## config.mk

```make
export PLATFORM = sky130hd
export DESIGN_NAME = button_debounce_gesture_classifier
export DESIGN_NICKNAME = d
export VERILOG_FILES = /design/src/rtl/bdg_pkg.sv /design/src/rtl/bdg_csr.sv /design/src/rtl/bdg_step.sv /design/src/rtl/button_debounce_gesture_classifier.sv
export SDC_FILE = /design/constraint.sdc
export NUM_CORES = 1
export LEC_CHECK = 0
export ABC_AREA = 1
export BUFFER_PORTS_ARGS = -buffer_cell sky130_fd_sc_hd__clkbuf_2
export CAP_MARGIN = 40
export CELL_PAD_IN_SITES_DETAIL_PLACEMENT = 1
export CELL_PAD_IN_SITES_GLOBAL_PLACEMENT = 1
export CORE_AREA = 2 2 246 248
export DETAILED_ROUTE_END_ITERATION = 12
export DIE_AREA = 0 0 248 250
export PLACE_DENSITY = 0.82
export SLEW_MARGIN = 20
export SYNTH_ARGS = -nofsm -noshare
export SYNTH_HDL_FRONTEND = slang
export SYNTH_SLANG_ARGS = --single-unit
```

## constraint.sdc

```tcl
create_clock -name clock -period 9 [get_ports clock]
set_clock_uncertainty 0.15 [all_clocks]
set_input_delay 1.35 -clock clock [delete_from_list [all_inputs] [get_ports clock]]
set_output_delay 1.35 -clock clock [all_outputs]
set_load 0.05 [all_outputs]
```

## src/rtl/bdg_pkg.sv

```systemverilog
// ----------------------------------------------------------------------------
// bdg_pkg
// Shared types, field widths and codes for the button debounce and gesture
// classifier.
// ----------------------------------------------------------------------------
package bdg_pkg;

   // Width of the internal time arithmetic; differences wrap at this width.
   localparam int TIME_BITS = 32;

   // Fixed field widths on the ports.
   localparam int NOW_W  = 32;
   localparam int CFG_W  = 16;
   localparam int CSR_IDX_W = 2;

   // Request tdata: level, now_time, then zero padding up to whole bytes.
   localparam int REQ_LEVEL_BIT = 0;
   localparam int REQ_NOW_LSB   = 1;
   localparam int REQ_USED_W    = 1 + NOW_W;
   localparam int REQ_TDATA_W   = ((REQ_USED_W + 7) / 8) * 8;

   // Response tdata: gesture, gesture_start, released, then zero padding.
   localparam int GEST_W         = 2;
   localparam int RSP_GEST_LSB   = 0;
   localparam int RSP_START_LSB  = GEST_W;
   localparam int RSP_REL_BIT    = GEST_W + NOW_W;
   localparam int RSP_USED_W     = GEST_W + NOW_W + 1;
   localparam int RSP_TDATA_W    = ((RSP_USED_W + 7) / 8) * 8;

   // Register indexes on the csr port.
   localparam logic [CSR_IDX_W-1:0] CSR_DEBOUNCE = 2'd0;
   localparam logic [CSR_IDX_W-1:0] CSR_WINDOW   = 2'd1;
   localparam logic [CSR_IDX_W-1:0] CSR_LONG     = 2'd2;

   // Register reset values.
   localparam logic [CFG_W-1:0] DEBOUNCE_RST = 16'd30;
   localparam logic [CFG_W-1:0] WINDOW_RST   = 16'd300;
   localparam logic [CFG_W-1:0] LONG_RST     = 16'd800;

   typedef enum logic [GEST_W-1:0] {
      GEST_NONE   = 2'd0,
      GEST_SHORT  = 2'd1,
      GEST_DOUBLE = 2'd2,
      GEST_LONG   = 2'd3
   } gesture_type;

   typedef logic [TIME_BITS-1:0] time_type;

   typedef struct packed {
      logic [CFG_W-1:0] debounce_time;
      logic [CFG_W-1:0] double_click_window;
      logic [CFG_W-1:0] long_press_time;
   } cfg_type;

   typedef struct packed {
      logic     kind;
      logic     level;
      time_type now_time;
   } item_type;

   typedef struct packed {
      logic     raw_now;
      logic     stable_now;
      time_type raw_change_time;
      logic     is_pressed;
      logic     long_done;
      logic     short_pending;
      logic     second_down;
      time_type press_start;
      time_type gesture_begin;
      time_type first_release;
      time_type emitted_begin;
   } state_type;

   localparam state_type STATE_RST = '{
      raw_now:         1'b1,
      stable_now:      1'b1,
      raw_change_time: '0,
      is_pressed:      1'b0,
      long_done:       1'b0,
      short_pending:   1'b0,
      second_down:     1'b0,
      press_start:     '0,
      gesture_begin:   '0,
      first_release:   '0,
      emitted_begin:   '0
   };

   // Modular time difference.
   function automatic time_type elapsed(input time_type now, input time_type then);
      return now - then;
   endfunction

endpackage

```

## src/rtl/bdg_csr.sv

```systemverilog
// ----------------------------------------------------------------------------
// bdg_csr
// Timing registers (debounce, double-click window, long press), written over
// the csr channel.
// ----------------------------------------------------------------------------
module bdg_csr
   import bdg_pkg::*;
(
   input  logic                 clock,
   input  logic                 reset,
   input  logic                 csr_valid,
   input  logic                 csr_ready,
   input  logic [CSR_IDX_W-1:0] csr_index,
   input  logic [CFG_W-1:0]     csr_data,
   output cfg_type              cfg
);

   cfg_type cfg_ff;
   cfg_type cfg_in;

   always_comb begin
      cfg_in = cfg_ff;
      if (csr_valid && csr_ready) begin
         unique case (csr_index)
            CSR_DEBOUNCE: cfg_in.debounce_time       = csr_data;
            CSR_WINDOW:   cfg_in.double_click_window = csr_data;
            CSR_LONG:     cfg_in.long_press_time     = csr_data;
            default:      cfg_in = cfg_ff;   // unmapped index: ignored
         endcase
      end
   end

   always_ff @(posedge clock) begin
      if (reset) begin
         cfg_ff.debounce_time       <= DEBOUNCE_RST;
         cfg_ff.double_click_window <= WINDOW_RST;
         cfg_ff.long_press_time     <= LONG_RST;
      end else begin
         cfg_ff <= cfg_in;
      end
   end

   assign cfg = cfg_ff;

endmodule

```

## src/rtl/bdg_step.sv

```systemverilog
// ----------------------------------------------------------------------------
// bdg_step
// Next-state and result logic for one item: init reload, or debounce, then
// press/release handling, then long-press and expired-short checks.
// ----------------------------------------------------------------------------
module bdg_step
   import bdg_pkg::*;
(
   input  state_type   state_cur,
   input  cfg_type     cfg,
   input  item_type    item,
   output state_type   state_next,
   output gesture_type gesture,
   output logic        released
);

   state_type   s;
   gesture_type g;
   time_type    deb;
   time_type    win;
   time_type    lpt;
   logic        accept;
   logic        in_window;

   assign deb = TIME_BITS'(cfg.debounce_time);
   assign win = TIME_BITS'(cfg.double_click_window);
   assign lpt = TIME_BITS'(cfg.long_press_time);

   always_comb begin
      s         = state_cur;
      g         = GEST_NONE;
      accept    = 1'b0;
      in_window = elapsed(item.now_time, state_cur.first_release) <= win;

      if (item.kind) begin
         // init: clear everything, load level and time; low level = held
         s                 = STATE_RST;
         s.raw_now         = item.level;
         s.stable_now      = item.level;
         s.raw_change_time = item.now_time;
         if (!item.level) begin
            s.is_pressed    = 1'b1;
            s.press_start   = item.now_time;
            s.gesture_begin = item.now_time;
         end
      end else begin
         if (item.level != s.raw_now) begin
            s.raw_now         = item.level;
            s.raw_change_time = item.now_time;
         end
         accept = (s.raw_now != s.stable_now) &&
                  (elapsed(item.now_time, s.raw_change_time) >= deb);

         if (accept) begin
            s.stable_now = s.raw_now;
            if (!s.raw_now) begin
               // press
               if (!state_cur.is_pressed) begin
                  if (state_cur.short_pending) begin
                     if (in_window) begin
                        s.second_down = 1'b1;
                     end else begin
                        // window ran out: the press itself flushes the short
                        s.short_pending = 1'b0;
                        g               = GEST_SHORT;
                        s.emitted_begin = state_cur.gesture_begin;
                     end
                  end
                  s.is_pressed  = 1'b1;
                  s.long_done   = 1'b0;
                  s.press_start = s.raw_change_time;
                  if (!s.second_down) begin
                     s.gesture_begin = s.raw_change_time;
                  end
               end
            end else begin
               // release
               if (state_cur.is_pressed) begin
                  s.is_pressed = 1'b0;
                  priority if (state_cur.long_done) begin
                     s.long_done = 1'b0;
                  end else if (state_cur.second_down) begin
                     s.short_pending = 1'b0;
                     s.second_down   = 1'b0;
                     s.emitted_begin = state_cur.gesture_begin;
                     g               = GEST_DOUBLE;
                  end else begin
                     s.short_pending = 1'b1;
                     s.first_release = item.now_time;
                  end
               end
            end
         end

         if (g == GEST_NONE && s.is_pressed && !s.long_done &&
             elapsed(item.now_time, s.press_start) >= lpt) begin
            s.long_done     = 1'b1;
            s.short_pending = 1'b0;
            s.second_down   = 1'b0;
            s.emitted_begin = s.gesture_begin;
            g               = GEST_LONG;
         end

         if (g == GEST_NONE && s.short_pending &&
             elapsed(item.now_time, s.first_release) > win) begin
            s.short_pending = 1'b0;
            s.second_down   = 1'b0;
            s.emitted_begin = s.gesture_begin;
            g               = GEST_SHORT;
         end
      end
   end

   assign state_next = s;
   assign gesture    = g;
   assign released   = s.raw_now && s.stable_now && !s.is_pressed;

endmodule

```

## src/rtl/button_debounce_gesture_classifier.sv

```systemverilog
// ----------------------------------------------------------------------------
// button_debounce_gesture_classifier
// Debounces timestamped active-low button samples and classifies short,
// double and long presses; one result per input item.
// ----------------------------------------------------------------------------
//
//  channel | direction | handshake             | payload
//  --------+-----------+-----------------------+-------------------------------
//  req     | in        | req_tvalid/req_tready | tuser: kind; tdata: level, now
//  rsp     | out       | rsp_tvalid/rsp_tready | tdata: gesture, start, released
//  csr     | in        | csr_valid/csr_ready   | csr_index, csr_data (16 bit)
//
//  After the req transfer the item sits in the input register, then the step
//  logic loads the result register and rsp_tvalid rises. Throughput is one
//  item per clock while rsp is not stalled; the state update is a single pass
//  of a few parallel 32-bit subtract/compare paths.
//  Reset (synchronous) empties both registers and restores the timing
//  registers to 30 / 300 / 800 ms. csr_ready is always high.
//  An rsp stall holds the result; req_tready drops only while the input
//  register is full and the result register is stalled.
//
module button_debounce_gesture_classifier
   import bdg_pkg::*;
(
   input  logic                   clock,
   input  logic                   reset,

   input  logic                   req_tvalid,
   output logic                   req_tready,
   input  logic [REQ_TDATA_W-1:0] req_tdata,   // [0] level, [32:1] now_time, zero pad
   input  logic                   req_tuser,   // [0] kind (1 = init)

   output logic                   rsp_tvalid,
   input  logic                   rsp_tready,
   output logic [RSP_TDATA_W-1:0] rsp_tdata,   // [1:0] gesture, [33:2] gesture_start,
                                               // [34] released, zero pad

   input  logic                   csr_valid,
   output logic                   csr_ready,
   input  logic [CSR_IDX_W-1:0]   csr_index,
   input  logic [CFG_W-1:0]       csr_data
);

   cfg_type     cfg;

   // input register
   logic        in_valid_ff;
   item_type    in_item_ff;
   item_type    in_item_in;

   // block state
   state_type   state_ff;
   state_type   state_in;

   // result register
   logic        rsp_valid_ff;
   gesture_type gest_ff;
   gesture_type gest_in;
   time_type    start_ff;
   logic        released_ff;
   logic        released_in;

   logic        req_xfer;
   logic        advance;

   assign csr_ready = 1'b1;

   bdg_csr u_csr (
      .clock     (clock),
      .reset     (reset),
      .csr_valid (csr_valid),
      .csr_ready (csr_ready),
      .csr_index (csr_index),
      .csr_data  (csr_data),
      .cfg       (cfg)
   );

   // The held item moves on whenever the result register is free or drains.
   assign advance    = in_valid_ff && (!rsp_valid_ff || rsp_tready);
   assign req_tready = !in_valid_ff || advance;
   assign req_xfer   = req_tvalid && req_tready;

   assign in_item_in.kind     = req_tuser;
   assign in_item_in.level    = req_tdata[REQ_LEVEL_BIT];
   assign in_item_in.now_time = TIME_BITS'(req_tdata[REQ_NOW_LSB +: NOW_W]);

   bdg_step u_step (
      .state_cur  (state_ff),
      .cfg        (cfg),
      .item       (in_item_ff),
      .state_next (state_in),
      .gesture    (gest_in),
      .released   (released_in)
   );

   always_ff @(posedge clock) begin
      if (reset) begin
         in_valid_ff  <= 1'b0;
         rsp_valid_ff <= 1'b0;
         state_ff     <= STATE_RST;
      end else begin
         if (req_xfer) begin
            in_valid_ff <= 1'b1;
         end else if (advance) begin
            in_valid_ff <= 1'b0;
         end

         if (advance) begin
            rsp_valid_ff <= 1'b1;
            state_ff     <= state_in;
         end else if (rsp_tready) begin
            rsp_valid_ff <= 1'b0;
         end
      end
   end

   // payload registers, no reset
   always_ff @(posedge clock) begin
      if (req_xfer) begin
         in_item_ff <= in_item_in;
      end
      if (advance) begin
         gest_ff     <= gest_in;
         start_ff    <= state_in.emitted_begin;
         released_ff <= released_in;
      end
   end

   assign rsp_tvalid = rsp_valid_ff;
   assign rsp_tdata  = {(RSP_TDATA_W - RSP_USED_W)'(0), released_ff,
                        NOW_W'(start_ff), gest_ff};

endmodule

```

==> results of run 1 <==
worst max-delay path: cells and delay by family (launching register included):
kind | cells | cell delay (ns)
compound gates | 8 | 1.34
xor+xnor | 2 | 0.36
fa+ha+maj | 4 | 1.46
buf+inv | 13 | 1.63
flops | 1 | 0.50
simple gates | 34 | 3.58
how the worst max path moves through the flow:
| stage | endpoint | depth (start not counted) |
|---|---|---|
| 5_1_grt | state_ff[128]$_SDFFE_PP0P_ | 62 |
| 2_1_floorplan | start_ff[26]$_DFFE_PP_ | 62 |
| 3_3_place_gp | start_ff[29]$_DFFE_PP_ | 57 |
| 4_1_cts | start_ff[25]$_DFFE_PP_ | 60 |
| 6_report | state_ff[128]$_SDFFE_PP0P_ | 61 |
| 3_5_place_dp | start_ff[22]$_DFFE_PP_ | 62 |
routing by layer:
layer  vias up  track usage (%)  part of all wire [%]
met2       848            48.39                    47
met4         0            12.56                   6.0
met1     12640            34.94                    42
li1      12300                -                     -
met3       323            3.667                   5.1
met5         -                0                     0
layout by cell type (no fill, tap or decap), types with 69 or more instances in the layout:
cell type	n
nand2_1	784
inv_1	506
buf_4	275
o21ai_0	259
a21oi_1	256
nor2_1	225
dfxtp_1	216
ha_1	165
nand3_1	131
clkbuf_2	92
nand3_2	78
a31oi_1	74
edfxtp_1	69
registers in the layout, summed over array words and instances (netlist names):
| register | cells |
|---|---|
| gest_ff | 2 |
| state_ff | 166 |
| u_csr.cfg | 48 |
| start_ff | 32 |
| in_item_ff | 34 |
| rsp_tvalid | 1 |
| released_ff | 1 |
| in_valid_ff | 1 |
per-stage QoR:
step | utilization (%) | setup slack (ns)
detailed placement | 44.12 | -0.3038
CTS | 46.58 | 0.005244
floorplan | - | 0.05261
finish | 48.69 | -0.1457
global placement | 44.12 | -0.06637
global route | 48.69 | -0.5436
power by group through the flow:
stage | registers [mW] | clock network (mW) | logic [mW]
CTS | 1.44 | 1.57 | 2.06
global route | 1.45 | 1.62 | 2.51
floorplan | 1.50 | 0 | 1.25
detailed placement | 1.47 | 0 | 2.00
global placement | 1.47 | 0 | 1.93
finish | 1.45 | 1.56 | 2.31
area by class of cell:
type,instances,area [um^2],share of cell area [%]
multi-input combinational,2546,15190,52.39
timing repair buffer,400,3133,10.80
sequential,285,6396,22.05
inverter,550,2069,7.135
clock buffer,51,1050,3.620
clock inverter,17,181.4,0.6255
tap,782,978.4,3.374
kinds of logic (layout without fill, tap and decap cells):
family                     count (synthesis)  in the layout  synth area share, %
xor gates and xnor gates                  86             86                3.209
adders and majority gates                180            180                9.692
and+or+nand+nor                         1409           1409                26.75
AOI/OAI and AO/OA                        865            865                21.33
DFF                                      285            285                27.25
other                                      2              6              0.03200
buffers and inverters                    702           1018                11.73
what timing repair did:
action / in CTS / in global routing
hold buffers: 0 / 0
buffers inserted: 7 / 36
resized for setup: 41 / 202
endpoints found under the setup margin: 67 / 69
cloned: 1 / 4
pin swaps: 17 / 86
==> summary.txt, run 1 <==
Outcome
  – Status: finished with violations
  – Failing checks: negative setup slack

Clock network
  – Latest clock arrival within the worst-skew pair: 0.59 ns
  – Clock transition at the registers of the reported paths: 0.07 ns
  – H-Tree Depth: 2
  – Clk buf depth: 3
  – CTS tree: yes
  – Clock root buffer: clkbuf_16
  – CTS buffer count: 37
  – TritonCTS Sinks: 285

Cells and area
  – Layout area overhead: 23.57%
  – Fill cells: 7627
  – Finished Layout Cells: 4631
  – Share of post-route cells with drive strength above 1: 20.68%
  – N_diodes: 0
  – NumNets Final: 4064
  – Design Area, Final: 29000 um^2

Pwr
  – Sw Pwr: 2.132 mW
  – P_int: 3.187 mW
  – Leakage: 13.46 nW
  – Flop pwr share: 27.2%
  – Clock share of power: 29.3%
  – VDD IR-drop max: 0.0001511 V
  – Total power: 5.320 mW
  – Switching part of the total: 40.08%
  – Share of power burned in combinational logic: 43.5%
  – P per Cell Area: 183.4 nW/um^2

Timing
  – Final setup vio count: 51
  – RSZ-0062 raised after global routing: yes
  – Slew @ Worst Pin: 0.8649 ns
  – Final max-slew violation count: 0
  – Slew headroom: 42.20%
  – Worst Hold Slack: 0.3138 ns
  – Final hold vios: 0
  – TNS Setup: -4.067 ns
  – Crit path time final: 9.146 ns
  – Fin crit share: 101.6%
  – Worst setup margin: -0.1457 ns
  – FMAX: 0.1093 GHz

Setup path
  – Worst reg2reg path endpoint: state_ff[128]$_SDFFE_PP0P_
  – CP Capture Type: register
  – Critical Path Source Type: register
  – Crit Path Class: register to register
  – Worst R2R Path Depth: 61
  – Max stage delay on crit path: 0.50 ns
  – Worst R2R Setup Slack: -0.15 ns
  – Reg2Reg Launch Point: in_item_ff[32]$_DFFE_PP_
  – Crit path from: in_item_ff[32]$_DFFE_PP_
  – Slowest cell on the critical path: edfxtp_1
  – Worst Path Max Fanout: 9
  – Worst path required time: 9.34 ns
  – WP data arrival: 9.49 ns

Floorplan
  – Die area: 62000 um^2
  – Initial Util: 39.40%
  – Row count: 90
  – Die Y: 250 um
  – Die X: 248 um
  – CORE AREA: 59570 um^2
  – Ports: 107

Logic synthesis
  – Share of the synthesized area in the top cell type: 18.42%
  – Netlist Area Pre-Place: 23470 um^2
  – Largest cells by area after synthesis: dfxtp_1 (18%), nand2_1 (13%), ha_1 (9.4%)
  – Avg Cell Area, Syn: 6.651 um^2
  – Register bit count reported by yosys: 285
  – Commonest cells in the netlist: nand2_1 (821), inv_1 (519), o21ai_0 (286), a21oi_1 (281), nor2_1 (240)
  – Sequential area share after synthesis: 27.25%
  – Yosys Warn Count: 0
  – Ys async rst share: 0%
  – Mapped Cells: 3529
  – Top-count cell post-synth: nand2_1
  – Unique masters post-synth: 59
  – Post-synth top area cell: dfxtp_1
  – EDFF count, synth: 69
  – Top FF cell, synth: dfxtp_1

GRT
  – First-pass GRT wire length: 139200 um
  – GRT Overall Usage: 28.19%
  – Vias in the first global route: 25960
  – Largest net degree at the start of global routing: 83
  – Overflow after GRT: 0
  – Initial antenna violation count: 1

Place
  – Cells after DPL: 4510
  – HPWL Detailed: 65980 um
  – Number of port buffers: 93
  – Final RePlAce weighted congestion: 0.9399
  – Post-DP Area: 26280 um^2

Drt
  – 1st-iter DRT viols: 1883
  – First-pass iteration count of the detailed router: 5
  – Final wirelength: 95210 um
  – Vias per std cell: 5.638
  – Post-DRT Antenna Nets: 0
  – DRC Markers: 0
  – WL/cell: 20.56 um
  – Vias: 26110

Worst hold path
  – Cell depth of the worst hold path: 2
  – Type of the worst min-delay path: register to register
  – Hold path startpoint: state_ff[47]$_SDFFE_PP0P_
  – Hold Path End: state_ff[47]$_SDFFE_PP0P_

Flow run
  – Maxcap violations: 0
No activity file was read; power rests on OpenSTA's default activity.
==> run 2: changes to the inputs <==
--- a/config.mk
+++ b/config.mk
@@ -11,6 +11,7 @@
 export CELL_PAD_IN_SITES_DETAIL_PLACEMENT = 1
 export CELL_PAD_IN_SITES_GLOBAL_PLACEMENT = 1
 export CORE_AREA = 2 2 246 248
+export CTS_BUF_LIST = sky130_fd_sc_hd__clkbuf_8
 export DETAILED_ROUTE_END_ITERATION = 12
 export DIE_AREA = 0 0 248 250
 export PLACE_DENSITY = 0.82
==> run 2 against run 1 <==
The run now ends clean. First-iteration DRC count grew 2.9%. Largest cell class unchanged. Register-to-register slack gained 0.20 ns. Maximum frequency grew 2.2%. Power shrank 3.3%.
==> summary.txt, run 2 (synthesis results as in run 1) <==
Place
  – HPWL Detailed: 65980 um (unchanged)
  – Cells after DPL: 4510 (unchanged)
  – Final RePlAce weighted congestion: 0.9399 (unchanged)
  – Post-DP Area: 26280 um^2 (unchanged)
  – Number of port buffers: 93 (unchanged)

Drt
  – Vias per std cell: 5.633 (about the same)
  – Final wirelength: 96520 um (+1.4%)
  – Post-DRT Antenna Nets: 0 (unchanged)
  – First-pass iteration count of the detailed router: 5 (unchanged)
  – Vias: 26290 (+0.69%)
  – WL/cell: 20.68 um (+0.60%)
  – 1st-iter DRT viols: 1938 (+2.9%)
  – DRC Markers: 0 (unchanged)

Timing
  – FMAX: 0.1117 GHz (+2.2%)
  – Slew headroom: 41.53% (-0.68 points)
  – Final hold vios: 0 (unchanged)
  – Crit path time final: 8.951 ns (-0.1950 ns)
  – Final max-slew violation count: 0 (unchanged)
  – Slew @ Worst Pin: 0.8771 ns (+0.01225 ns)
  – Final setup vio count: 0 (-100%)
  – TNS Setup: 0 ns (+4.067 ns)
  – Fin crit share: 99.45% (-2.2 points)

Setup path
  – Critical Path Source Type: register
  – WP data arrival: 9.24 ns (-0.25 ns)
  – Max stage delay on crit path: 0.48 ns (-0.02 ns)
  – Slowest cell on the critical path: edfxtp_1
  – Crit Path Class: register to register
  – Worst Path Max Fanout: 8 (-1)
  – CP Capture Type: register
  – Worst path required time: 9.29 ns (-0.05 ns)

Clock network
  – Latest clock arrival within the worst-skew pair: 0.70 ns (+0.11 ns)
  – Clock root buffer: clkbuf_8
  – Clock transition at the registers of the reported paths: 0.06 ns (about the same)
  – Clk buf depth: 3 (unchanged)
  – CTS buffer count: 54 (+46%)
  – Hold buffer count at cts: 0 (unchanged)
  – TritonCTS Sinks: 285 (unchanged)
  – CTS tree: yes
  – H-Tree Depth: 2 (unchanged)

GRT
  – Largest net degree at the start of global routing: 83 (unchanged)
  – GRT Overall Usage: 27.99% (-0.20 points)
  – Initial antenna violation count: 2 (+1)
  – Vias in the first global route: 25890 (-0.29%)
  – First-pass GRT wire length: 138200 um (-0.75%)
  – Overflow after GRT: 0 (unchanged)

Worst hold path
  – Type of the worst min-delay path: register to register

Floorplan
  – Die Y: 250 um (unchanged)
  – CORE AREA: 59570 um^2 (unchanged)
  – Die area: 62000 um^2 (unchanged)
  – Row count: 90 (unchanged)
  – Ports: 107 (unchanged)
  – Initial Util: 39.40% (unchanged)
  – Die X: 248 um (unchanged)

Cells and area
  – Share of post-route cells with drive strength above 1: 21.06% (+0.38 points)
  – Most common cell after layout, fill and taps aside: nand2_1
  – Most flop-heavy register: state_ff
  – Finished Layout Cells: 4667 (+0.78%)
  – Layout area overhead: 23.66% (about the same)
  – Reg area: 6396 um^2 (unchanged)
  – Design Area, Final: 29020 um^2 (about the same)
  – NumNets Final: 4086 (+0.54%)
  – Max FFs per register: 166 (unchanged)
  – Most frequent cells in the layout: nand2_1 (781), inv_1 (522), buf_4 (272), a21oi_1 (263), o21ai_0 (256)
  – Fill cells: 7605 (-0.29%)
  – Final core utilization: 48.72% (about the same)
  – Area occupied by multi-input gates: 15260 um^2 (+0.46%)

Pwr
  – P per Cell Area: 177.2 nW/um^2 (-3.4%)
  – Total power: 5.144 mW (-3.3%)
  – Leakage: 13.56 nW (+0.68%)
  – VDD IR-drop max: 0.0001152 V (-24%)

Flow run
  – Maxcap violations: 0 (unchanged)

Outcome
  – Status: complete, no violations
run 2: cell types whose count changed in the layout (fill, tap and decap cells not counted), moves of 7 or more:
| cell | previous run | this run |
|---|---|---|
| nand2_4 | 8 | 18 |
| a21oi_2 | 49 | 42 |
| inv_1 | 506 | 522 |
| a21oi_1 | 256 | 263 |
| clkbuf_16 | 42 | 6 |
| clkbuf_8 | 5 | 65 |
| o21ai_1 | 21 | 29 |
| nand3_2 | 78 | 85 |
| clkbuf_1 | 8 | 0 |
| o21ai_2 | 25 | 16 |
run 2: layout make-up:
class	instances	area share [%]
Clock inverter	33	0.7803
Clock buffer	65	3.082
Inverter	550	7.122
Sequential cell	285	22.04
Antenna cell	1	0.008622
Multi-Input combinational cell	2547	52.59
Tap cell	782	3.371
Timing Repair Buffer	404	11.01
run 2: path summary, 6_finish.rpt:
| path | from | endpoint | slack, ns | cells past startpoint |
|---|---|---|---|---|
| setup / recovery | in_item_ff[32]$_DFFE_PP_ | start_ff[13]$_DFFE_PP_ | 0.05 | 62 |
| hold / removal | state_ff[49]$_SDFFE_PP0P_ | state_ff[49]$_SDFFE_PP0P_ | 0.32 | 2 |
| setup reg to reg | in_item_ff[32]$_DFFE_PP_ | start_ff[13]$_DFFE_PP_ | 0.05 | 62 |
| hold reg to reg | state_ff[49]$_SDFFE_PP0P_ | state_ff[49]$_SDFFE_PP0P_ | 0.32 | 2 |
run 2: power breakdown:
group	switching, mW	total [mW]	internal (mW)
clock network	0.638	1.38	0.740
registers	0.0597	1.45	1.39
logic	1.43	2.32	0.890
total	2.12	5.14	3.02
run 2: timing repair:
action	CTS	global route
endpoints found under the setup margin	67	69
buffers inserted	9	39
pin swaps	13	80
hold endpoints to repair	0	0
gates resized for setup	33	232
gates cloned	1	8
run 2: metal layers:
metal  track usage (%)  vias up  part of all wire, %
li1                  -    12340                    -
met1             34.53    12720                   42
met2             48.17      927                   47
met3             4.065      301                  5.2
met4             11.91        2                  5.6
met5                 0        -                0.010
run 2: per-stage QoR:
| step | worst slack, ns | hold slack (ns) |
|---|---|---|
| after global routing | -0.3346 | 0.3316 |
| after detailed placement | -0.3038 | 0.3074 |
| after global placement | -0.06637 | 0.3000 |
| final | 0.04937 | 0.3153 |
| after CTS | 0.0004299 | 0.3166 |
| after floorplan | 0.05261 | 0.2853 |
run 2: critical path: cells and delay by family (launching register included):
family                   cells  cell delay (ns)
AO/OA/AOI/OAI               16             2.20
XOR/XNOR                     2             0.32
adder cells (fa/ha/maj)      4             1.19
buffers and inverters       16             1.79
flip-flops                   1             0.48
AND/OR/NAND/NOR             24             2.50
